===== config.mk =====
export PLATFORM = sky130hd
export DESIGN_NAME = wrfa_angle
export DESIGN_NICKNAME = d
export VERILOG_FILES = /design/src/wrfa_pkg.sv /design/src/wrfa_angle.sv
export SDC_FILE = /design/constraint.sdc
export NUM_CORES = 1
export LEC_CHECK = 0
export BUFFER_PORTS_ARGS = -buffer_cell sky130_fd_sc_hd__buf_2
export CAP_MARGIN = 40
export CORE_ASPECT_RATIO = 2
export CORE_MARGIN = 4
export CORE_UTILIZATION = 30
export DETAILED_ROUTE_END_ITERATION = 10
export PLACE_DENSITY = 0.44
export SYNTH_ARGS = -nofsm -noshare
export SYNTH_HDL_FRONTEND = slang
export SYNTH_SLANG_ARGS = --single-unit

===== constraint.sdc =====
create_clock -name clk -period 9.2 [get_ports clk]
set_input_delay 1.38 -clock clk [delete_from_list [all_inputs] [get_ports clk]]
set_output_delay 1.38 -clock clk [all_outputs]
set_load 0.02 [all_outputs]

===== src/wrfa_pkg.sv =====
// Shared types, constants and helper functions for the wall repulsion
// force accumulator. No dependencies; every other file imports this one.
package wrfa_pkg;

  // Field widths of the ports
  localparam int RANGE_W   = 16;
  localparam int ANGLE_W   = 16;
  localparam int STEP_W    = 15;
  localparam int FORCE_W   = 40;
  localparam int CFG_IDX_W = 2;
  localparam int CFG_W     = 16;

  // Scan length limits
  localparam int MAX_BEAMS_DEF = 1024;
  localparam int IDX_MAX_W     = 12;   // index width of the longest allowed scan

  // Internal datapath widths
  localparam int ANG_W   = IDX_MAX_W + STEP_W + 1;  // beam angle, signed Q13
  localparam int RED_W   = 44;                      // angle in Q29, made non-negative
  localparam int MAG_W   = 32;                      // force magnitude, Q20.12
  localparam int TRIG_W  = 32;                      // CORDIC x / y, Q30
  localparam int Z_W     = 20;                      // residual angle, Q16
  localparam int PROD_W  = MAG_W + TRIG_W;
  localparam int D_W     = PROD_W - 30 + 2;         // signed per-beam contribution
  localparam int CNT_W   = 5;

  // Iteration counts
  localparam int DIV_STEPS    = 32;
  localparam int RED_STEPS    = 12;
  localparam int CORDIC_STEPS = 17;

  // Arithmetic constants
  localparam logic [RED_W-1:0]        TWO_PI29  = 44'd3373259426;
  localparam logic [RED_W-1:0]        TSH_INIT  = TWO_PI29 << (RED_STEPS - 1);
  localparam logic signed [RED_W:0]   PI29      = 45'sd1686629713;
  localparam logic signed [Z_W-1:0]   PI16      = 20'sd205887;
  localparam logic signed [Z_W-1:0]   HALF_PI16 = 20'sd102944;
  localparam logic signed [TRIG_W-1:0] CORDIC_X0 = 32'sd652032874;
  localparam logic [MAG_W-1:0]        NEAR_MAG  = 32'd4096000000;
  localparam logic [RANGE_W-1:0]      NEAR_LIMIT = 16'd40;
  // upper 32 bits of 100 * 2^36, the starting partial remainder
  localparam logic [MAG_W-1:0]        DIV_REM0  = 32'd1600;

  // Register reset values
  localparam logic [ANGLE_W-1:0] MIN_ANGLE_RST  = 16'hCDBC;  // -12868
  localparam logic [STEP_W-1:0]  ANGLE_STEP_RST = '0;
  localparam logic [RANGE_W-1:0] MAX_RANGE_RST  = 16'hFFFF;

  // Configuration register indexes
  typedef enum logic [CFG_IDX_W-1:0] {
    CFG_MIN_ANGLE  = 2'd0,
    CFG_ANGLE_STEP = 2'd1,
    CFG_MAX_RANGE  = 2'd2
  } cfg_reg_t;

  // Arctangent table in Q16, one entry per CORDIC step
  function automatic logic signed [Z_W-1:0] atan_q16(input logic [CNT_W-1:0] i);
    logic signed [Z_W-1:0] v;
    case (i)
      5'd0:    v = 20'sd51472;
      5'd1:    v = 20'sd30386;
      5'd2:    v = 20'sd16055;
      5'd3:    v = 20'sd8150;
      5'd4:    v = 20'sd4091;
      5'd5:    v = 20'sd2047;
      5'd6:    v = 20'sd1024;
      5'd7:    v = 20'sd512;
      5'd8:    v = 20'sd256;
      5'd9:    v = 20'sd128;
      5'd10:   v = 20'sd64;
      5'd11:   v = 20'sd32;
      5'd12:   v = 20'sd16;
      5'd13:   v = 20'sd8;
      5'd14:   v = 20'sd4;
      5'd15:   v = 20'sd2;
      5'd16:   v = 20'sd1;
      default: v = '0;
    endcase
    return v;
  endfunction

  // Add a contribution to a sum, clamping to the signed 40 bit range
  function automatic logic signed [FORCE_W-1:0] sat_add(
    input logic signed [FORCE_W-1:0] a,
    input logic signed [D_W-1:0]     b
  );
    logic signed [FORCE_W:0] s;
    s = {a[FORCE_W-1], a} + {{(FORCE_W + 1 - D_W){b[D_W-1]}}, b};
    if (s[FORCE_W] != s[FORCE_W-1]) begin
      return s[FORCE_W] ? {1'b1, {(FORCE_W-1){1'b0}}} : {1'b0, {(FORCE_W-1){1'b1}}};
    end
    return s[FORCE_W-1:0];
  endfunction

endpackage


===== src/wrfa_angle.sv =====
// Beam angle to cosine and sine: range reduction by repeated compare and
// subtract, quadrant fold, then one CORDIC rotation per cycle. Uses wrfa_pkg.
module wrfa_angle
  import wrfa_pkg::*;
(
  input  logic                     clk,
  input  logic                     rst_n,
  input  logic                     start,
  input  logic signed [ANG_W-1:0]  angle,
  output logic                     busy,
  output logic signed [TRIG_W-1:0] cos_o,
  output logic signed [TRIG_W-1:0] sin_o
);

  typedef enum logic [1:0] {
    ST_IDLE,
    ST_RED,
    ST_FOLD,
    ST_ROT
  } ang_state_t;

  ang_state_t               state_r;
  logic [CNT_W-1:0]         cnt_r;
  logic [RED_W-1:0]         v_r;
  logic [RED_W-1:0]         tsh_r;
  logic signed [Z_W-1:0]    z_r;
  logic signed [TRIG_W-1:0] x_r;
  logic signed [TRIG_W-1:0] y_r;
  logic                     neg_r;

  logic signed [RED_W:0]    u_c;
  logic signed [RED_W:0]    two_pi_s;
  logic signed [RED_W:0]    u_pos;
  logic [RED_W-1:0]         v_c;
  logic signed [Z_W-1:0]    zf;
  logic signed [TRIG_W-1:0] xs;
  logic signed [TRIG_W-1:0] ys;
  logic signed [Z_W-1:0]    at;

  // Scale to Q29 and shift by pi; one extra 2*pi makes it non-negative
  assign two_pi_s = $signed({1'b0, TWO_PI29});
  assign u_c      = $signed({angle[ANG_W-1], angle, 16'b0}) + PI29;
  assign u_pos    = u_c + two_pi_s;
  assign v_c      = u_c[RED_W] ? u_pos[RED_W-1:0] : u_c[RED_W-1:0];

  // Drop to Q16 and center on zero
  assign zf = $signed({1'b0, v_r[31:13]}) - PI16;

  // CORDIC step operands
  assign xs = x_r >>> cnt_r;
  assign ys = y_r >>> cnt_r;
  assign at = atan_q16(cnt_r);

  always_ff @(posedge clk) begin
    if (!rst_n) begin
      state_r <= ST_IDLE;
      cnt_r   <= '0;
    end else begin
      unique case (state_r)
        ST_IDLE: begin
          if (start) begin
            v_r     <= v_c;
            tsh_r   <= TSH_INIT;
            cnt_r   <= CNT_W'(RED_STEPS - 1);
            state_r <= ST_RED;
          end
        end
        // Subtract 2*pi times a falling power of two when it fits
        ST_RED: begin
          if (v_r >= tsh_r) begin
            v_r <= v_r - tsh_r;
          end
          tsh_r <= tsh_r >> 1;
          cnt_r <= cnt_r - 1'b1;
          if (cnt_r == '0) begin
            state_r <= ST_FOLD;
          end
        end
        // Fold into [-pi/2, pi/2] and remember the sign flip
        ST_FOLD: begin
          if (zf > HALF_PI16) begin
            z_r   <= zf - PI16;
            neg_r <= 1'b1;
          end else if (zf < -HALF_PI16) begin
            z_r   <= zf + PI16;
            neg_r <= 1'b1;
          end else begin
            z_r   <= zf;
            neg_r <= 1'b0;
          end
          x_r     <= CORDIC_X0;
          y_r     <= '0;
          cnt_r   <= '0;
          state_r <= ST_ROT;
        end
        // Rotate toward the residual angle
        ST_ROT: begin
          if (z_r >= 0) begin
            x_r <= x_r - ys;
            y_r <= y_r + xs;
            z_r <= z_r - at;
          end else begin
            x_r <= x_r + ys;
            y_r <= y_r - xs;
            z_r <= z_r + at;
          end
          cnt_r <= cnt_r + 1'b1;
          if (cnt_r == CNT_W'(CORDIC_STEPS - 1)) begin
            state_r <= ST_IDLE;
          end
        end
        default: state_r <= ST_IDLE;
      endcase
    end
  end

  assign busy  = (state_r != ST_IDLE);
  assign cos_o = neg_r ? -x_r : x_r;
  assign sin_o = neg_r ? -y_r : y_r;

endmodule


# Word level (Yosys, flattened, before mapping)
# Memory sizes are Yosys's and may differ from the RTL's. A register that Yosys moved wholly into a read port is not among the register bits.
# Cells that the tools add are included.
# classes
n_addsub,16
n_lt_le_gt_ge,4
n_eq_ne,8
n_shift,2
muxes,25
n_reduce_logical,10
# ops
cell,n
$mux 44,4
$pmux 44 s2,2
$mux 32,4
$pmux 32 s2,2
$add 32x32->32,2
$neg 32->32,2
$sshr 32x5->32,2
$sub 32x32->32,2
$mux 20,3
$add 44x32->45 const B,1
$add 44x33->44 const B,1
$ge 44x44->1,1
$sub 44x44->44,1
$pmux 20 s2,1
$add 20x19->20 const B,1
$add 20x20->20,1
$ge 20x1->1 const B,1
$gt 20x18->1 const B,1
$lt 20x18->1 const B,1
$pmux 5 s4,1
$sub 19x18->20 const B,1
$sub 20x19->20 const B,1
$sub 20x20->20,1
$mux 5,3
15 further kinds,25
# word_totals
ff_bits,180
rom_bits,512
inputBits,31
out_inout_bits,65
memories,1
# mem_list
memory,depth,width,read_ports,rd_ports_with_merged_regs,write_ports,line_no,text
(no name shown),32,16,1,1,0,wrfa_pkg.sv:59,case (i)

# Logic depth before layout (Yosys ltp)
# depth
ltp_word,5
mapped_depth,29
ltp_nobuf,22

# Worst setup path after synthesis
# OpenSTA, ideal clock, no wires.
# synth_path
kind,register to register
startpoint,register tsh_r[0]
endpoint,register v_r[0] (enable)
setup_ns,0.683
t_arrival_ns,9.296
t_required_ns,8.517
path_slack_ns,-0.779
path_stages_with_launch,13
path_buffers,0
path_cell_list,edfxtp_1 > ha_1 > fa_1 > nor2b_1 > o21ai_0 > nand2b_1 > a221oi_1 > o21bai_1 > a21oi_1 > o2bb2ai_1 > o21ai_0 > a211oi_1 > a2111oi_0
# synth_via
elab_chain_len,3
# synth_lines
item,line_no,text
"start, declared",wrfa_angle.sv:25,logic [RED_W-1:0] tsh_r;
"start signal, assigned",wrfa_angle.sv:73,tsh_r <= tsh_r >> 1;
$ge 44x44->1,wrfa_angle.sv:70,if (v_r >= tsh_r) begin
$ne 2x2->1 (no line),-,
$reduce_and 4->1 (no line),-,
"end signal, assigned",wrfa_angle.sv:62,v_r <= v_c;
"end signal, assigned",wrfa_angle.sv:71,v_r <= v_r - tsh_r;
"end, declared",wrfa_angle.sv:24,logic [RED_W-1:0] v_r;
# Every way passes these cells.
# A chain may end at the register's enable or synchronous reset.

# Worst setup path after layout
# layout_path
startpoint,register cnt_r[3]
endpoint,"register y_r[28], data pin"
# layout_via
elab_chain_len,4
word_cells_on_any_way,5
cone_classes,2 x add/sub; 1 x shift; 2 x mux
# layout_lines
item,line_no,text
"start, declared",wrfa_angle.sv:23,logic [CNT_W-1:0] cnt_r;
"start signal, assigned",wrfa_angle.sv:64,cnt_r <= CNT_W'(RED_STEPS - 1);
"start signal, assigned",wrfa_angle.sv:74,cnt_r <= cnt_r - 1'b1;
"start signal, assigned",wrfa_angle.sv:107,cnt_r <= cnt_r + 1'b1;
$sshr 32x5->32 *,wrfa_angle.sv:50,assign xs = x_r >>> cnt_r;
$sub 32x32->32 or $add 32x32->32 (tied branches),"wrfa_angle.sv:104, wrfa_angle.sv:100",
$mux 32 *,wrfa_angle.sv:98,if (z_r >= 0) begin
$pmux 32 s2 *,wrfa_angle.sv:59,unique case (state_r)
"end signal, assigned",wrfa_angle.sv:100,y_r <= y_r + xs;
"end signal, assigned",wrfa_angle.sv:104,y_r <= y_r - xs;
"end, declared",wrfa_angle.sv:28,logic signed [TRIG_W-1:0] y_r;
# Mark *: on every way between the ends. The rest lies on a longest branch, timed or not.

==> summary.log <==
[cts] clk sinks 195
[timing] Relative slew margins 35.3%
[cts] count of cells resized by post-cts repair 0
[layout] Layout Nets 2995
[power_and_ir_drop] switching part of the total 54.4%
[setup_path] required arrival time at the worst endpoint 9430 ps
[worst_hold_path] startpoint of the worst hold path tsh_r[19]
[synthesis] Async S/R FF share, synth 0%
[cts] Post-CTS Setup Inserts 0
[setup_path] Worst Setup EP y_r[28]
[cts] insertion delay to the later sink of the worst-skew pair 520 ps
[synthesis] count of flip-flops with a built-in enable after synthesis 172
[grt] maximum number of pins on one net before global-route repair 73
[layout] share of the core filled with cells in the final layout 32.8%
[layout] fraction of final layout cells sized beyond drive strength 1 10.6%
[placed_design] Place WS 1960 ps
[power_and_ir_drop] cell area power density 414 mW/mm^2
[setup_path] startpoint class of the critical path register
[setup_path] origin of the critical flop-to-flop path cnt_r[3]
[setup_path] type of the worst setup path register to register
[floorplanning] Die ar. 0.0853 mm^2
[placed_design] IO buf count 95
[layout] area of all sequential standard cells 0.00564 mm^2
[timing] unrepaired setup endpoints after global routing no
[setup_path] worst reg-to-reg path cell count 24
[timing] setup TNS 0 ps
[cts] htree depth 4
[synthesis] instance count of the mapped netlist 2816
[cts] Clk pin slew, worst setup/hold paths 100 ps
[floorplanning] initial core utilization 30.4%
[power_and_ir_drop] combinational group share of total power 76.2%
[layout] fill cell count 8363
[synthesis] count of synthesis-stage warnings from yosys 0
[flow_run] max-capacitance violation count 0
[floorplanning] die outline width 209 um
[route] number of vias after detailed routing 22.3k
[placed_design] HPWL after DPL 76200 um
[route] detailed-router iteration count before antenna repair 7
[synthesis] synthesis-stage register bit count 195
[timing] Hold Violations, Final 0
[route] post-detailed-route DRC marker count 0
[power_and_ir_drop] static power due to leakage 9.70 nW
[timing] highest attainable clock frequency 0.136 GHz
[setup_path] Reg2Reg Setup Slack 1870 ps
[cts] Root Driver sky130_fd_sc_hd__clkbuf_16
[power_and_ir_drop] VDD IR-drop max 0.000169 V
[synthesis] Most used DFF post-synth sky130_fd_sc_hd__edfxtp_1
[floorplanning] core outline area 0.0795 mm^2
[setup_path] CP startpoint cnt_r[3]
[setup_path] r2r endpoint y_r[28]
[route] violation count after the first detailed-route iteration 1593
[grt] number of global-route vias before repair 22.9k
[grt] number of antenna violations at the first check in global routing 0
[power_and_ir_drop] net switching power 5.88 mW
[cts] cts bufs inserted 17
[cts] Longest Clk Path Bufs 2
[synthesis] synthesized area divided by synthesized cell count 8.57 um^2
[timing] Worst Skew 25.0 ps
[floorplanning] I/O pin cnt 96
[floorplanning] Cell Rows 146
[layout] most common cell after layout, fill and taps aside sky130_fd_sc_hd__nand2_1
[layout] synthesis-to-layout area growth 8.08%
[setup_path] endpoint kind of the worst setup timing path register
[setup_path] Worst EP arrival 7560 ps
[route] number of antenna-violating nets in the routed design 0
[setup_path] maximum fanout along the worst path 30
[layout] most frequent cells in the layout sky130_fd_sc_hd__nand2_1, sky130_fd_sc_hd__nor2_1, sky130_fd_sc_hd__xnor2_1
[route] per-cell via count in the routed design 5.77
[grt] global-route wire length before repair 142000 um
[timing] hold slack 528 ps
[timing] clock period minus final worst setup slack 7330 ps
[placed_design] placement-stage cell area 0.0255 mm^2
[synthesis] distinct cell type count of the synthesized netlist 106
[timing] setup-violating endpoint count in the final report 0
[grt] grt ovf 0
[layout] final standard cell area without fillers 0.0261 mm^2
[synthesis] share of synthesized area occupied by flip-flops and latches 23.3%
[synthesis] summed instance area of the synthesized netlist 0.0241 mm^2
[worst_hold_path] type of the worst min-delay path register to register
[route] Detailed Route WL 95800 um
[timing] crit share post-route 79.6%
[synthesis] Post-Syn Nets 3006
[floorplanning] Die Height 409 um
[cts] TritonCTS clock tree done
[layout] number of antenna cells inserted 0
[power_and_ir_drop] sequential share of power 16.1%
[power_and_ir_drop] clock power share 7.7%
[timing] Final Max Slew Viols 0
[status] result of the run completed
[grt] total global-route track usage 21.7%
[layout] multi-input combinational cell area 0.0172 mm^2
[route] average wire length per cell after detail routing 24.9 um
[placed_design] routability cong. 0.985
[timing] actual slew at the worst max-slew pin 944 ps
[timing] final worst setup slack 1870 ps
[power_and_ir_drop] internal portion of total power 4.92 mW
[cts] CTS hold repair buffers 0
-- through the flow --
step / power [mW] / std cells
3_3_place_gp: 9.87 / 3813
6_report: 10.8 / 3854
4_1_cts: 10.8 / 3854
5_1_grt: 11.6 / 3854
3_5_place_dp: 9.91 / 3822
2_1_floorplan: 7.63 / 2816
-- logic make-up (layout without fill, tap and decap cells) --
logic type / Yosys count / in the layout / share of synthesized area, %
multiplexers: 168 / 168 / 11.7
adder cells (fa/ha/maj): 159 / 159 / 8.40
AND/OR/NAND/NOR: 887 / 887 / 17.8
buffers and inverters: 289 / 291 / 5.34
AO/OA/AOI/OAI: 822 / 822 / 22.7
flip-flops: 195 / 195 / 23.3
XOR/XNOR: 296 / 296 / 10.7
-- worst max-delay path, stage by stage (launching register included) --
cell and delay, ps:
sky130_fd_sc_hd__dfxtp_2 770, sky130_fd_sc_hd__buf_4 470, sky130_fd_sc_hd__mux4_1 600, sky130_fd_sc_hd__mux2i_1 310
sky130_fd_sc_hd__mux2i_1 390, sky130_fd_sc_hd__o21ai_0 440, sky130_fd_sc_hd__ha_1 240, sky130_fd_sc_hd__inv_1 70
sky130_fd_sc_hd__nand4bb_1 320, sky130_fd_sc_hd__nor3_1 600, sky130_fd_sc_hd__a21oi_1 170, sky130_fd_sc_hd__xor2_1 160
sky130_fd_sc_hd__mux2_2 320, sky130_fd_sc_hd__ha_1 310, sky130_fd_sc_hd__nand2_1 60, sky130_fd_sc_hd__a21oi_1 240
sky130_fd_sc_hd__nand3_1 110, sky130_fd_sc_hd__a2111oi_0 360, sky130_fd_sc_hd__buf_4 210, sky130_fd_sc_hd__o211ai_1 160
sky130_fd_sc_hd__a31oi_1 260, sky130_fd_sc_hd__or2_2 170, sky130_fd_sc_hd__a21oi_1 70, sky130_fd_sc_hd__xor2_1 150
sky130_fd_sc_hd__nor2_1 50
-- layer usage --
metal	share of wire, %	vias to the layer above	track usage [%]
li1	-	10500	-
met1	32	10800	19.3
met3	3.4	250	2.91
met4	7.6	0	14.3
met2	57	658	44.1
met5	0	-	0
-- synthesized netlist by cell type, types with 25 or more instances --
| master | number | area share (%) |
|---|---|---|
| sky130_fd_sc_hd__nand2_1 | 288 | 4.5 |
| sky130_fd_sc_hd__nor2_1 | 230 | 3.6 |
| sky130_fd_sc_hd__xnor2_1 | 199 | 7.2 |
| sky130_fd_sc_hd__a21oi_1 | 190 | 3.9 |
| sky130_fd_sc_hd__o21ai_0 | 179 | 3.7 |
| sky130_fd_sc_hd__edfxtp_1 | 172 | 21 |
| sky130_fd_sc_hd__ha_1 | 154 | 8.0 |
| sky130_fd_sc_hd__inv_1 | 118 | 1.8 |
| sky130_fd_sc_hd__clkbuf_1 | 115 | 1.8 |
| sky130_fd_sc_hd__xor2_1 | 97 | 3.5 |
| sky130_fd_sc_hd__mux2i_1 | 64 | 2.7 |
| sky130_fd_sc_hd__a21o_1 | 61 | 1.9 |
| sky130_fd_sc_hd__nor3_1 | 56 | 1.2 |
| sky130_fd_sc_hd__nand3_1 | 50 | 1.0 |
| sky130_fd_sc_hd__o31ai_1 | 47 | 1.5 |
| sky130_fd_sc_hd__mux4_2 | 45 | 4.2 |
| sky130_fd_sc_hd__nand2b_1 | 43 | 1.1 |
| sky130_fd_sc_hd__or3_1 | 37 | 0.96 |
| sky130_fd_sc_hd__mux4_1 | 33 | 3.6 |
| sky130_fd_sc_hd__a31oi_1 | 32 | 0.83 |
| sky130_fd_sc_hd__and2_1 | 31 | 0.80 |
| sky130_fd_sc_hd__o21a_1 | 31 | 0.96 |
| sky130_fd_sc_hd__a211oi_1 | 30 | 0.93 |
| sky130_fd_sc_hd__nand4_1 | 26 | 0.67 |
| sky130_fd_sc_hd__nor2b_1 | 25 | 0.65 |
-- state kept, by name, summed over array words and instances, names as in the netlist --
name	flops
v_r	44
tsh_r	43
x_r	32
y_r	32
z_r	20
at	16
cnt_r	5
state_r	2
neg_r	1
-- power groups by stage --
| stage | clock network (mW) | logic (mW) | registers [mW] |
|---|---|---|---|
| CTS | 0.857 | 8.21 | 1.73 |
| detailed placement | 0 | 8.16 | 1.75 |
| floorplan | 0 | 6.19 | 1.44 |
| finish | 0.829 | 8.23 | 1.74 |
| global route | 0.886 | 9.00 | 1.76 |
| global placement | 0 | 8.12 | 1.75 |
-- worst min-delay path by stage --
stage                 to  slack [ps]  depth (start not counted)
6_report       tsh_r[18]         530                          2
5_1_grt        tsh_r[18]         570                          2
4_1_cts        tsh_r[18]         540                          2
3_5_place_dp   tsh_r[18]         510                          2
3_3_place_gp   tsh_r[20]         510                          2
2_1_floorplan  tsh_r[12]         490                          2
-- area by class of cell --
class / instances / share of cell area, %
clock buffer: 17 / 1.63
clock inverter: 15 / 0.782
inverter: 120 / 1.73
multi-input combinational: 2332 / 66.1
sequential: 195 / 21.6
tap: 1036 / 4.97
timing repair buffer: 139 / 3.17
(Power assumes the default switching activity.)
