===== config.mk =====
export PLATFORM = sky130hd
export DESIGN_NAME = wrfa_div
export DESIGN_NICKNAME = d
export VERILOG_FILES = /design/src/wrfa_pkg.sv /design/src/wrfa_div.sv
export SDC_FILE = /design/constraint.sdc
export NUM_CORES = 1
export LEC_CHECK = 0
export ABC_CLOCK_PERIOD_IN_PS = 6130
export BUFFER_PORTS_ARGS = -buffer_cell sky130_fd_sc_hd__buf_4
export CORE_UTILIZATION = 60
export CTS_CLUSTER_SIZE = 12
export DETAILED_ROUTE_END_ITERATION = 10
export GPL_ROUTABILITY_DRIVEN = 0
export HOLD_SLACK_MARGIN = 0.1
export PLACE_DENSITY = 0.86
export SLEW_MARGIN = 20
export SYNTH_ARGS = -nofsm -noshare
export SYNTH_HDL_FRONTEND = slang
export SYNTH_SLANG_ARGS = --single-unit
export TNS_END_PERCENT = 100

===== constraint.sdc =====
create_clock -name clk -period 6.13 [get_ports clk]
set_input_delay 1.839 -clock clk [delete_from_list [all_inputs] [get_ports clk]]
set_output_delay 1.839 -clock clk [all_outputs]
set_load 0.01 [all_outputs]

===== src/wrfa_pkg.sv =====
// Shared types, constants and helper functions for the wall repulsion
// force accumulator. No dependencies; every other file imports this one.
package wrfa_pkg;

  // Field widths of the ports
  localparam int RANGE_W   = 16;
  localparam int ANGLE_W   = 16;
  localparam int STEP_W    = 15;
  localparam int FORCE_W   = 40;
  localparam int CFG_IDX_W = 2;
  localparam int CFG_W     = 16;

  // Scan length limits
  localparam int MAX_BEAMS_DEF = 1024;
  localparam int IDX_MAX_W     = 12;   // index width of the longest allowed scan

  // Internal datapath widths
  localparam int ANG_W   = IDX_MAX_W + STEP_W + 1;  // beam angle, signed Q13
  localparam int RED_W   = 44;                      // angle in Q29, made non-negative
  localparam int MAG_W   = 32;                      // force magnitude, Q20.12
  localparam int TRIG_W  = 32;                      // CORDIC x / y, Q30
  localparam int Z_W     = 20;                      // residual angle, Q16
  localparam int PROD_W  = MAG_W + TRIG_W;
  localparam int D_W     = PROD_W - 30 + 2;         // signed per-beam contribution
  localparam int CNT_W   = 5;

  // Iteration counts
  localparam int DIV_STEPS    = 32;
  localparam int RED_STEPS    = 12;
  localparam int CORDIC_STEPS = 17;

  // Arithmetic constants
  localparam logic [RED_W-1:0]        TWO_PI29  = 44'd3373259426;
  localparam logic [RED_W-1:0]        TSH_INIT  = TWO_PI29 << (RED_STEPS - 1);
  localparam logic signed [RED_W:0]   PI29      = 45'sd1686629713;
  localparam logic signed [Z_W-1:0]   PI16      = 20'sd205887;
  localparam logic signed [Z_W-1:0]   HALF_PI16 = 20'sd102944;
  localparam logic signed [TRIG_W-1:0] CORDIC_X0 = 32'sd652032874;
  localparam logic [MAG_W-1:0]        NEAR_MAG  = 32'd4096000000;
  localparam logic [RANGE_W-1:0]      NEAR_LIMIT = 16'd40;
  // upper 32 bits of 100 * 2^36, the starting partial remainder
  localparam logic [MAG_W-1:0]        DIV_REM0  = 32'd1600;

  // Register reset values
  localparam logic [ANGLE_W-1:0] MIN_ANGLE_RST  = 16'hCDBC;  // -12868
  localparam logic [STEP_W-1:0]  ANGLE_STEP_RST = '0;
  localparam logic [RANGE_W-1:0] MAX_RANGE_RST  = 16'hFFFF;

  // Configuration register indexes
  typedef enum logic [CFG_IDX_W-1:0] {
    CFG_MIN_ANGLE  = 2'd0,
    CFG_ANGLE_STEP = 2'd1,
    CFG_MAX_RANGE  = 2'd2
  } cfg_reg_t;

  // Arctangent table in Q16, one entry per CORDIC step
  function automatic logic signed [Z_W-1:0] atan_q16(input logic [CNT_W-1:0] i);
    logic signed [Z_W-1:0] v;
    case (i)
      5'd0:    v = 20'sd51472;
      5'd1:    v = 20'sd30386;
      5'd2:    v = 20'sd16055;
      5'd3:    v = 20'sd8150;
      5'd4:    v = 20'sd4091;
      5'd5:    v = 20'sd2047;
      5'd6:    v = 20'sd1024;
      5'd7:    v = 20'sd512;
      5'd8:    v = 20'sd256;
      5'd9:    v = 20'sd128;
      5'd10:   v = 20'sd64;
      5'd11:   v = 20'sd32;
      5'd12:   v = 20'sd16;
      5'd13:   v = 20'sd8;
      5'd14:   v = 20'sd4;
      5'd15:   v = 20'sd2;
      5'd16:   v = 20'sd1;
      default: v = '0;
    endcase
    return v;
  endfunction

  // Add a contribution to a sum, clamping to the signed 40 bit range
  function automatic logic signed [FORCE_W-1:0] sat_add(
    input logic signed [FORCE_W-1:0] a,
    input logic signed [D_W-1:0]     b
  );
    logic signed [FORCE_W:0] s;
    s = {a[FORCE_W-1], a} + {{(FORCE_W + 1 - D_W){b[D_W-1]}}, b};
    if (s[FORCE_W] != s[FORCE_W-1]) begin
      return s[FORCE_W] ? {1'b1, {(FORCE_W-1){1'b0}}} : {1'b0, {(FORCE_W-1){1'b1}}};
    end
    return s[FORCE_W-1:0];
  endfunction

endpackage


===== src/wrfa_div.sv =====
// Restoring divider for the force magnitude 100 / r^2 in Q20.12.
// One quotient bit per cycle; depends on wrfa_pkg.
module wrfa_div
  import wrfa_pkg::*;
(
  input  logic                   clk,
  input  logic                   rst_n,
  input  logic                   start,
  input  logic [2*RANGE_W-1:0]   r_sq,
  input  logic                   near,
  output logic                   busy,
  output logic [MAG_W-1:0]       mag
);

  logic             busy_r;
  logic [CNT_W-1:0] cnt_r;
  logic [MAG_W-1:0] rem_r;
  logic [MAG_W-1:0] quo_r;
  logic [MAG_W-1:0] div_r;
  logic             near_r;

  logic [MAG_W:0]   trial;
  logic             ge;

  // Shift in the next dividend bit and try the subtraction
  assign trial = {rem_r, quo_r[MAG_W-1]};
  assign ge    = trial >= {1'b0, div_r};

  // Iterate: dividend is 100 * 2^36 + r^2 / 2, quotient fits 32 bits
  always_ff @(posedge clk) begin
    if (!rst_n) begin
      busy_r <= 1'b0;
      cnt_r  <= '0;
    end else if (start) begin
      busy_r <= ~near;
      cnt_r  <= CNT_W'(DIV_STEPS - 1);
      near_r <= near;
      div_r  <= r_sq;
      rem_r  <= DIV_REM0;
      quo_r  <= r_sq >> 1;
    end else if (busy_r) begin
      rem_r <= ge ? MAG_W'(trial - {1'b0, div_r}) : trial[MAG_W-1:0];
      quo_r <= {quo_r[MAG_W-2:0], ge};
      cnt_r <= cnt_r - 1'b1;
      if (cnt_r == '0) begin
        busy_r <= 1'b0;
      end
    end
  end

  assign busy = busy_r;
  assign mag  = near_r ? NEAR_MAG : quo_r;

endmodule


-- Word-level counts from Yosys, hierarchy flattened
Index checks and enable logic that the tools add are counted.
W data, S select, Z words.
- $add $sub $neg: 2
- magnitude comparators: 1
- multiplexer cells: 10
- bitwise gates (word level): 1
- reductions and logical operators: 4
- operators with widths (kind ; count):
    $mux W32 ; 4
    $ge A33 B32 Y1 ; 1
    $sub A32 B32 Y32 ; 1
    $mux W31 ; 1
    $mux W5 ; 2
    $logic_not A5 Y1 ; 1
    $sub A5 B1 Y5 const B ; 1
    $reduce_and A2 Y1 ; 2
    $mux W1 ; 3
    $reduce_bool A2 Y1 ; 1
    $not A1 Y1 ; 1
- register bits: 103
- input port bits: 36
- word-level logic and storage cells: 25

-- Logic depth before layout (Yosys ltp)
Gate-level depths: netlist of run 1.
- word-level depth: 4
- depth in mapped cells: 14

-- Least setup slack after synthesis of run 1
Ideal clock, no wire load.
- kind: input port to flip-flop
- start: in start
- end: reg quo_r[0], enable pin
- data arrival time: 4.027 ns
- slack: 1.676 ns
- stages: 3
- path buffers: 2
- cells stage by stage: clkbuf_1 buf_1 o21a_1
- word-level cells in the longest chain between the ends: 2
- RTL lines (element ; line ; source):
    start: declaration ; wrfa_div.sv:8 ; input logic start,
    $reduce_bool A2 Y1 (no line) ; - ;
    $reduce_and A2 Y1 (no line) ; - ;
    end signal: assignment ; wrfa_div.sv:40 ; quo_r <= r_sq >> 1;
    end signal: assignment ; wrfa_div.sv:43 ; quo_r <= {quo_r[MAG_W-2:0], ge};
    end: declaration ; wrfa_div.sv:18 ; logic [MAG_W-1:0] quo_r;
No other way between the ends.
A chain may end at the register's enable or synchronous reset.

-- Final worst setup path of run 1
- start: reg rem_r[3]
- end: reg rem_r[31] (data pin)
- word-level cells in the longest chain between the ends: 3
- elaborated cells between the ends (all ways): 4
- those cells by class: add/sub (1); order compare (1); mux (2)
- RTL lines (element ; line ; source):
    start: declaration ; wrfa_div.sv:17 ; logic [MAG_W-1:0] rem_r;
    start signal: assignment ; wrfa_div.sv:42 ; rem_r <= ge ? MAG_W'(trial - {1'b0, div_r}) : trial[MAG_W-1:0];
    $sub A32 B32 Y32 or $ge A33 B32 Y1 (tied branches) ; wrfa_div.sv:42, wrfa_div.sv:27 ;
    $mux W32 * ; wrfa_div.sv:42 ;
    $mux W32 * ; wrfa_div.sv:41 ; end else if (busy_r) begin
Every way passes the cells marked *; elsewhere a longest branch is shown, timed or not. The select of a mux whose other input is x is not followed.

==> flow_summary.yaml, run 1 <==
power:
  p_comb_frac: 0.286
  p_int_w: 0.00129
  power_switching_w: 0.000569
  switching_share: 0.307
  peakVddDrop_v: 0.000164
  powerDensity_nw_per_um2: 268
  clockPowerShare: 0.244
  total_power_w: 0.00186
  power_leakage_nw: 2.87
  pwr-share-seq: 0.469
detailed_routing:
  ant_nets: 0
  first_iter_violations: 211
  drcViolationCount: 0
  via_count: 4287
  avgRoutedWirePerCell_microns: 17.5
  via_per_inst: 5.86
  dr.pass1.iters: 5
  wl_microns: 12800
clocking:
  cts_tree: "yes"
  ctsHoldBuffers: 0
  clk_path_buf_depth: 2
  root_buffer: "clkbuf_8"
  postCtsSetupRepairBufs: 0
  clkTransAtPathRegs_ns: 0.10
  clk_latency_ns: 0.38
  htreeDepth: 3
  cts_sinks: 103
  cts_buffers: 9
  cts-resized-gates: 0
placement:
  place_ws_ns: 2.43
  dp_cells: 715
  hpwl_microns: 8760
  port_buffers: 68
flow_run:
  maxCapViolCount: 0
global_routing:
  grt_pass1_vias: 4205
  grt_start_max_net_pins: 74
  antenna_found_initial: 0
  gr-total-overflow: 0
  track_usage: 0.257
  grt_pass1_wl_microns: 20400
die:
  io_pins: 69
  core.rowCount: 36
  die-area_sq_um: 10500
  coreArea_sq_um: 9770
  die_x_microns: 103
  start_util: 0.621
  die_height_microns: 103
setup_path:
  cp-start-kind: "flop"
  crit_required_ns: 6.34
  r2r_setup_slack_ns: 2.41
  crit_fanout: 27
  crit_type: "flop to flop"
  arrival_ns: 3.93
  end_kind: "flop"
synthesis:
  ys_warn_count: 0
  synth_fp_nets: 602
  syn_avg_cell_area_sq_um: 11.4
  synth_cell_type_count: 57
  ys_seq_area_frac: 0.499
  synthCells: 531
  synth_commonest_cells: "edfxtp_1 (97), nor2_1 (46), inv_1 (41)"
  synth_top_area_share: 0.480
  synth_edf_count: 97
  ys_ff_latch: 103
  synth_area_leaders: "edfxtp_1 (48%), ha_1 (7.0%), mux2_2 (5.6%), mux2i_1 (3.5%), nor2b_1 (3.4%)"
  synth.most_common_cell: "edfxtp_1"
  synthArstFlopShare: 0
  synthFlopType: "edfxtp_1"
  syn-cell-area_sq_um: 6070
  yosysTopAreaCell: "edfxtp_1"
final_layout:
  drive_above_1_share: 0.237
  num_antenna_cells: 0
  final_cells: 732
  area_growth_pct: 14.0
  final_nets: 665
timing:
  rsz0062_at_grt: "no"
  setup_viol: 0
  skew_ns: 0.0157
  tns_ns: 0
  tightestPinTransition_ns: 0.883
  period_needed_ns: 3.72
  fmax_ghz: 0.268
  hold_viol_final: 0
  maxSlewViolCount: 0
  fin_crit_sh: 0.608
  slew_headroom: 0.411
  fin_ws_ns: 2.41
  hold_ws_ns: 0.581
min_path:
  holdCritPathClass: "flop to flop"
outcome:
  status: "finished clean"
-- power by group through the flow --
stage                     logic (W)  registers (W)  clock network [W]
after global routing       0.000586       0.000877           0.000484
after CTS                  0.000523       0.000874           0.000462
after detailed placement   0.000516       0.000888                  0
final                      0.000531       0.000871           0.000454
after floorplan            0.000402       0.000876                  0
after global placement     0.000495       0.000885                  0
-- worst paths after layout --
kind                              to  cells after the start                   start
max          rem_r[31]$_SDFFCE_PP0P_                     12  rem_r[3]$_SDFFCE_PP0P_
min              quo_r[16]$_DFFE_PP_                      1     quo_r[15]$_DFFE_PP_
max reg2reg  rem_r[31]$_SDFFCE_PP0P_                     12  rem_r[3]$_SDFFCE_PP0P_
min reg2reg      quo_r[16]$_DFFE_PP_                      1     quo_r[15]$_DFFE_PP_
-- state kept, by name (all words and copies together), names as in the netlist --
register and count:
div_r 32, quo_r 32, rem_r 32, cnt_r 5, busy 1, near_r 1
-- critical path, cell delays in order, from the launching register on --
cell,delay [ns]
edfxtp_1,0.41
ha_1,0.39
o211ai_1,0.12
a21o_1,0.21
a21oi_2,0.18
o21ai_2,0.08
nand3_2,0.09
a41o_2,0.26
a41oi_4,0.15
a22oi_4,0.60
buf_4,0.48
or4b_1,0.48
o311ai_1,0.10
-- layer usage --
metal  track usage  share of wire  wire [microns]
met3        0.0569          0.046             589
met5             0              0               0
met2         0.421           0.49            6250
met1         0.339           0.45            5710
met4        0.0824          0.018             224
-- cells by family (layout without fill, tap and decap cells) --
group,after synthesis,after routing,synth area share
AOI/OAI and AO/OA,107,107,0.129
DFF,103,103,0.499
adders and majority gates,35,35,0.0734
and+or+nand+nor,142,142,0.121
muxes,51,51,0.0903
xor gates and xnor gates,31,31,0.0447
buffers and inverters,62,130,0.0427
-- cell usage in the layout, fill, tap and decap left out, types with 2 or more instances in the layout --
| cell | count |
|---|---|
| dfxtp_1 | 6 |
| ha_1 | 34 |
| xor2_1 | 15 |
| o21ai_0 | 11 |
| o211ai_1 | 3 |
| o21ai_1 | 3 |
| edfxtp_1 | 97 |
| buf_4 | 72 |
| a211oi_1 | 5 |
| nor3_1 | 4 |
| o21bai_1 | 3 |
| inv_6 | 2 |
| or2_2 | 8 |
| nor2b_1 | 33 |
| a211oi_2 | 5 |
| mux2i_1 | 21 |
| and2_1 | 3 |
| a21oi_1 | 32 |
| o21ai_2 | 2 |
| and3_1 | 3 |
| xnor2_1 | 16 |
| mux2_2 | 30 |
| nand3_1 | 6 |
| a22o_1 | 2 |
| nand4_1 | 9 |
| a21o_1 | 14 |
| nand2b_1 | 5 |
| nor2_1 | 46 |
| a211o_1 | 3 |
| nand2_1 | 18 |
| o31a_1 | 2 |
| clkbuf_8 | 12 |
| o21a_1 | 7 |
| inv_1 | 41 |
-- metrics by stage --
step,instance area [sq um],util
after floorplan,6070,-
after global placement,6680,0.683
after CTS,6890,0.705
after global routing,6920,0.708
final,6920,0.708
after detailed placement,6680,0.683
-- cell type report --
class                   instances  area (sq um)
well taps                     133           166
inverters                      41           154
clock buffers                  13           190
fillers                       711          2850
flip-flops and latches        103          3030
multi-input cells             366          2780
repair buffers                 73           568
clock inverters                 3          28.8
(Power assumes the default switching activity.)
==> run 2: changes to the inputs <==
--- a/config.mk
+++ b/config.mk
@@ -5,14 +5,14 @@
 export SDC_FILE = /design/constraint.sdc
 export NUM_CORES = 1
 export LEC_CHECK = 0
-export ABC_CLOCK_PERIOD_IN_PS = 6130
+export ABC_CLOCK_PERIOD_IN_PS = 3800
 export BUFFER_PORTS_ARGS = -buffer_cell sky130_fd_sc_hd__buf_4
-export CORE_UTILIZATION = 60
+export CORE_UTILIZATION = 59
 export CTS_CLUSTER_SIZE = 12
 export DETAILED_ROUTE_END_ITERATION = 10
 export GPL_ROUTABILITY_DRIVEN = 0
 export HOLD_SLACK_MARGIN = 0.1
-export PLACE_DENSITY = 0.86
+export PLACE_DENSITY = 0.84
 export SLEW_MARGIN = 20
 export SYNTH_ARGS = -nofsm -noshare
 export SYNTH_HDL_FRONTEND = slang
==> constraint.sdc (replaced) <==
create_clock -name clk -period 3.8 [get_ports clk]
set_input_delay 1.14 -clock clk [delete_from_list [all_inputs] [get_ports clk]]
set_output_delay 1.14 -clock clk [all_outputs]
set_load 0.01 [all_outputs]
==> run 2 against run 1 <==
Effect of this change:
- register-to-register slack got worse by 2.2 ns
- sequential share of layout area rose by 0.12 points
- worst hold slack got worse by 0.0048 ns
- clock-buffer cell count fell by 3
- critical endpoint is now rem_r[26]$_SDFFCE_PP0P_
- maximum frequency rose by 4.4%
- combinational power rose by 62%
- critical path type unchanged
==> flow_summary.yaml, run 2 (same netlist as run 1, synthesis figures left out) <==
clocking:
  cts-resized-gates: 0
  root_buffer: "clkbuf_8"
  clk_path_buf_depth: 2
  postCtsSetupRepairBufs: 0
  cts_sinks: 103
  clk_latency_ns: 0.39
  cts_tree: "yes"
  htreeDepth: 3
  cts_buffers: 9
  clkTransAtPathRegs_ns: 0.10
  ctsHoldBuffers: 0
timing:
  hold_viol_final: 0
  fin_ws_ns: 0.231
  slew_headroom: 0.547
  fmax_ghz: 0.280
  setup_viol: 0
  fin_crit_sh: 0.939
  tns_ns: 0
  tightestPinTransition_ns: 0.679
  skew_ns: 0.00966
  rsz0062_at_grt: "no"
  period_needed_ns: 3.57
  maxSlewViolCount: 0
min_path:
  min_path_cells: 1
  hold_end: "quo_r[30]$_DFFE_PP_"
  min_from: "quo_r[29]$_DFFE_PP_"
  holdCritPathClass: "flop to flop"
global_routing:
  antenna_found_initial: 0
  gr-total-overflow: 0
  grt_pass1_wl_microns: 20100
  track_usage: 0.254
  grt_start_max_net_pins: 65
  grt_pass1_vias: 4227
die:
  core.rowCount: 36
  start_util: 0.616
  die-area_sq_um: 10700
  coreArea_sq_um: 9860
  io_pins: 69
  die_height_microns: 103
  die_x_microns: 103
power:
  p_comb_frac: 0.296
  peakVddDrop_v: 0.000399
  power_leakage_nw: 2.85
  p_int_w: 0.00199
  powerDensity_nw_per_um2: 422
  clockPowerShare: 0.222
  power_switching_w: 0.000927
  switching_share: 0.318
  total_power_w: 0.00291
  pwr-share-seq: 0.482
final_layout:
  area_growth_pct: 13.7
  fillCellCount: 734
  final_nets: 667
  final_cells: 734
  num_antenna_cells: 0
  multi_input_area_sq_um: 2780
  ff_latch_area_sq_um: 3030
  drive_above_1_share: 0.238
  top_regs: "div_r x32, quo_r x32, rem_r x32"
  final_cell_mix: "edfxtp_1 (97), buf_4 (72), nor2_1 (46)"
  final_common_cell: "edfxtp_1"
detailed_routing:
  drcViolationCount: 0
  ant_nets: 0
  via_per_inst: 5.82
  avgRoutedWirePerCell_microns: 17.2
  dr.pass1.iters: 5
  wl_microns: 12600
  via_count: 4269
  first_iter_violations: 243
setup_path:
  slowest_delay_ns: 0.41
  critical_path_buf_inv_count: 1
  worst_r2r_startpoint: "quo_r[31]$_SDFFCE_PP0P_"
  crit_required_ns: 3.95
  arrival_ns: 3.72
  cp_top_family: "compound AO/OA/AOI/OAI gates"
  timing.rr.end: "rem_r[26]$_SDFFCE_PP0P_"
  crit_top_cell: "o31a_1"
  end_kind: "flop"
  crit_type: "flop to flop"
  crit_fanout: 4
  r2r_setup_slack_ns: 0.23
  worstRegToRegCells: 13
  crit_chain: "inv_1, ha_1, fa_1, nand2b_1, a211oi_2, a2111oi_2, o21ai_2, a41oi_1, o31a_1, o31a_1, o21ai_1, xor2_1, a22o_1"
  cp-start-kind: "flop"
  cp_slowest_cell: "edfxtp_1"
flow_run:
  maxCapViolCount: 0
placement:
  dp_cells: 717
  hpwl_microns: 8980
  port_buffers: 68
  place_ws_ns: 0.287
outcome:
  status: "finished clean"
[run 2: changes by cell type in the layout (fill, tap and decap cells not counted), sizes merged]
cell / delta
clkbuf: -3
buf: +2
clkinv: +2
clkinvlp: +2
inv: -1
[run 2: power by group through the flow]
stage	Combinational, W	Clock (W)	Sequential (W)
final	0.000862	0.000646	0.00141
after CTS	0.000851	0.000657	0.00141
after detailed placement	0.000848	0	0.00143
after global routing	0.000946	0.000696	0.00141
after global placement	0.000815	0	0.00143
after floorplan	0.000649	0	0.00141
[run 2: area by class of cell]
cell class,count,area share
inverters,41,0.0223
clock inverters,6,0.00653
repair buffers,75,0.0863
multi-input cells,366,0.403
well taps,133,0.0241
clock buffers,10,0.0185
flip-flops and latches,103,0.439
[run 2: per-stage QoR]
stage / hold WS (ns) / util / instance area, sq um
2_1_floorplan: 0.527 / - / 6070
3_3_place_gp: 0.545 / 0.681 / 6720
3_5_place_dp: 0.553 / 0.681 / 6720
4_1_cts: 0.574 / 0.698 / 6890
5_1_grt: 0.605 / 0.700 / 6900
6_report: 0.576 / 0.700 / 6900
[run 2: worst register-to-register path: cells and delay by family (launching register included)]
family                   cells  cell delay, ns
AO/OA/AOI/OAI                8            1.91
AND/OR/NAND/NOR              1            0.20
buffers and inverters        1            0.07
XOR/XNOR                     1            0.10
adder cells (fa/ha/maj)      2            0.64
flip-flops                   1            0.41
[run 2: routing by layer]
| layer | share of wire | vias up | routed length, microns | track usage |
|---|---|---|---|---|
| met2 | 0.49 | 108 | 6170 | 0.425 |
| met4 | 0.014 | 0 | 176 | 0.0823 |
| met1 | 0.45 | 2087 | 5670 | 0.323 |
| met3 | 0.049 | 13 | 618 | 0.0652 |
| met5 | 0 | - | 0 | 0 |
| li1 | - | 2061 | - | - |
[run 2: worst max-delay path by stage]
stage                                         end  cells past startpoint                    start
after detailed placement  rem_r[26]$_SDFFCE_PP0P_                     13  quo_r[31]$_SDFFCE_PP0P_
after global placement    rem_r[30]$_SDFFCE_PP0P_                     13  quo_r[31]$_SDFFCE_PP0P_
after CTS                 rem_r[26]$_SDFFCE_PP0P_                     13  quo_r[31]$_SDFFCE_PP0P_
after global routing      rem_r[26]$_SDFFCE_PP0P_                     13  quo_r[31]$_SDFFCE_PP0P_
after floorplan                quo_r[0]$_DFFE_PP_                      3                    start
final                     rem_r[26]$_SDFFCE_PP0P_                     13  quo_r[31]$_SDFFCE_PP0P_
==> run 3: changes to the inputs <==
--- a/config.mk
+++ b/config.mk
@@ -7,12 +7,13 @@
 export LEC_CHECK = 0
 export ABC_CLOCK_PERIOD_IN_PS = 3800
 export BUFFER_PORTS_ARGS = -buffer_cell sky130_fd_sc_hd__buf_4
+export CORE_MARGIN = 2
 export CORE_UTILIZATION = 59
 export CTS_CLUSTER_SIZE = 12
 export DETAILED_ROUTE_END_ITERATION = 10
-export GPL_ROUTABILITY_DRIVEN = 0
 export HOLD_SLACK_MARGIN = 0.1
 export PLACE_DENSITY = 0.84
+export RECOVER_POWER = 100
 export SLEW_MARGIN = 20
 export SYNTH_ARGS = -nofsm -noshare
 export SYNTH_HDL_FRONTEND = slang
==> run 3 against run 2 <==
Effect of this change:
- the run now ends with max-capacitance violations, max-slew violations left
- via count decreased by 0.75%
- final area decreased by 2.8%
- sequential power hardly changed
- cell count increased by 0.27%
- clock skew grew 0.0011 ns
- setup slack better by 0.098 ns
- worst hold slack gained 0.0058 ns
- register-to-register slack better by 0.098 ns
- routed wire length down 0.89%
- critical path type unchanged
- critical endpoint is now rem_r[10]$_SDFFCE_PP1P_
==> flow_summary.yaml, run 3 (same netlist as run 1, synthesis figures left out) <==
power:
  clockPowerShare: 0.234
  powerDensity_nw_per_um2: 433
  p_int_w: 0.00196
  pwr-share-seq: 0.485
  switching_share: 0.323
  power_switching_w: 0.000938
  peakVddDrop_v: 0.000270
  power_leakage_nw: 2.68
  p_comb_frac: 0.282
setup_path:
  critical_path_buf_inv_count: 1
  cp-start-kind: "flop"
  arrival_ns: 3.61
  crit_chain: "ha_1, o211ai_1, a21o_1, a21oi_2, o21ai_2, nand3_2, a41o_2, a41oi_4, a22oi_2, clkbuf_2, nor2b_1, a211o_1"
  worst_r2r_startpoint: "rem_r[3]$_SDFFCE_PP0P_"
  r2r_setup_slack_ns: 0.33
  cp_slowest_cell: "clkbuf_2"
  crit_type: "flop to flop"
  worstRegToRegCells: 12
  setup.worst_path.start: "rem_r[3]$_SDFFCE_PP0P_"
  path_depth: 12
  cp_top_family: "compound AO/OA/AOI/OAI gates"
  slowest_delay_ns: 0.47
  timing.rr.end: "rem_r[10]$_SDFFCE_PP1P_"
  end_kind: "flop"
  crit_fanout: 17
  endpoint: "rem_r[10]$_SDFFCE_PP1P_"
  crit_required_ns: 3.94
outcome:
  violations: "max-capacitance violations, max-slew violations"
  status: "finished with violations"
flow_run:
  maxCapViolCount: 1
timing:
  period_needed_ns: 3.47
  tns_ns: 0
  maxSlewViolCount: 64
  hold_viol_final: 0
  setup_viol: 0
  tightestPinTransition_ns: 1.51
  fin_crit_sh: 0.913
  fmax_ghz: 0.288
  rsz0062_at_grt: "no"
  slew_headroom: -0.00650
  skew_ns: 0.0107
detailed_routing:
  ant_nets: 0
  wl_microns: 12500
  avgRoutedWirePerCell_microns: 17.0
  via_per_inst: 5.76
  drcViolationCount: 0
  via_count: 4237
  dr.pass1.iters: 7
  first_iter_violations: 276
global_routing:
  grt_start_max_net_pins: 65
  antenna_found_initial: 0
  grt_pass1_vias: 4239
  met2_usage: 0.369
  use_met1: 0.317
  grt_busiest_layer: "met2"
  gr-total-overflow: 0
  track_usage: 0.232
  grt_pass1_wl_microns: 20300
  grtUsageMet3: 0.0402
clocking:
  htreeDepth: 3
  cts_buffers: 9
  ctsHoldBuffers: 0
  clk_path_buf_depth: 2
  clkTransAtPathRegs_ns: 0.10
  root_buffer: "clkbuf_8"
  cts_tree: "yes"
  clk_latency_ns: 0.38
  postCtsSetupRepairBufs: 0
  cts-resized-gates: 0
  cts_sinks: 103
final_layout:
  top_regs: "div_r x32, quo_r x32, rem_r x32"
  final_common_cell: "edfxtp_1"
  final_core_util: 0.662
  final_nets: 666
  final_cells: 736
  num_antenna_cells: 0
  area_growth_pct: 10.5
  final_cell_mix: "edfxtp_1 (97), nor2_1 (46), inv_1 (41), clkbuf_1 (41), ha_1 (34)"
  drive_above_1_share: 0.165
placement:
  port_buffers: 68
  dp_cells: 719
  hpwl_microns: 8840
  place_congestion: 0.877
die:
  start_util: 0.599
  coreArea_sq_um: 10100
  die_height_microns: 105
  io_pins: 69
  die_x_microns: 105
  die-area_sq_um: 11100
  core.rowCount: 37
min_path:
  holdCritPathClass: "flop to flop"
## run 3: metal layers
layer	part of all wire	wire, microns
met3	0.041	509
met2	0.48	6010
met5	0	0
met4	0.020	255
met1	0.46	5750
## run 3: final cells by class
cell class / instances / area [sq um]
Clock buffer: 9 / 124
Clock inverter: 7 / 63.8
Fill cell: 833 / 3430
Inverter: 41 / 154
Multi-Input combinational cell: 366 / 2770
Sequential cell: 103 / 3030
Tap cell: 136 / 170
Timing Repair Buffer: 74 / 392
## run 3: how the worst min path moves through the flow
stage	from	endpoint	slack, ns	cells after the start
after floorplan	quo_r[30]$_DFFE_PP_	quo_r[31]$_SDFFCE_PP0P_	0.53	1
after CTS	quo_r[2]$_DFFE_PP_	quo_r[3]$_DFFE_PP_	0.59	1
after detailed placement	quo_r[30]$_DFFE_PP_	quo_r[31]$_SDFFCE_PP0P_	0.56	1
after global placement	quo_r[13]$_DFFE_PP_	quo_r[14]$_DFFE_PP_	0.55	1
final	quo_r[2]$_DFFE_PP_	quo_r[3]$_DFFE_PP_	0.58	1
after global routing	quo_r[15]$_DFFE_PP_	quo_r[16]$_DFFE_PP_	0.60	1
## run 3: per-stage QoR
stage	hold WS [ns]	setup WS [ns]	cell area [sq um]	total power [W]
floorplan	0.527	0.0452	6070	0.00206
global placement	0.548	0.640	6710	0.00224
detailed placement	0.559	0.491	6710	0.00227
CTS	0.587	0.481	6900	0.00294
global route	0.604	0.142	6710	0.00305
finish	0.582	0.329	6710	0.00290
## run 3: power by group through the flow
stage / Combinational [W] / Sequential [W] / Clock [W]
2_1_floorplan: 0.000649 / 0.00141 / 0
3_3_place_gp: 0.000811 / 0.00143 / 0
3_5_place_dp: 0.000842 / 0.00143 / 0
4_1_cts: 0.000844 / 0.00141 / 0.000688
5_1_grt: 0.000904 / 0.00142 / 0.000732
6_report: 0.000817 / 0.00141 / 0.000678
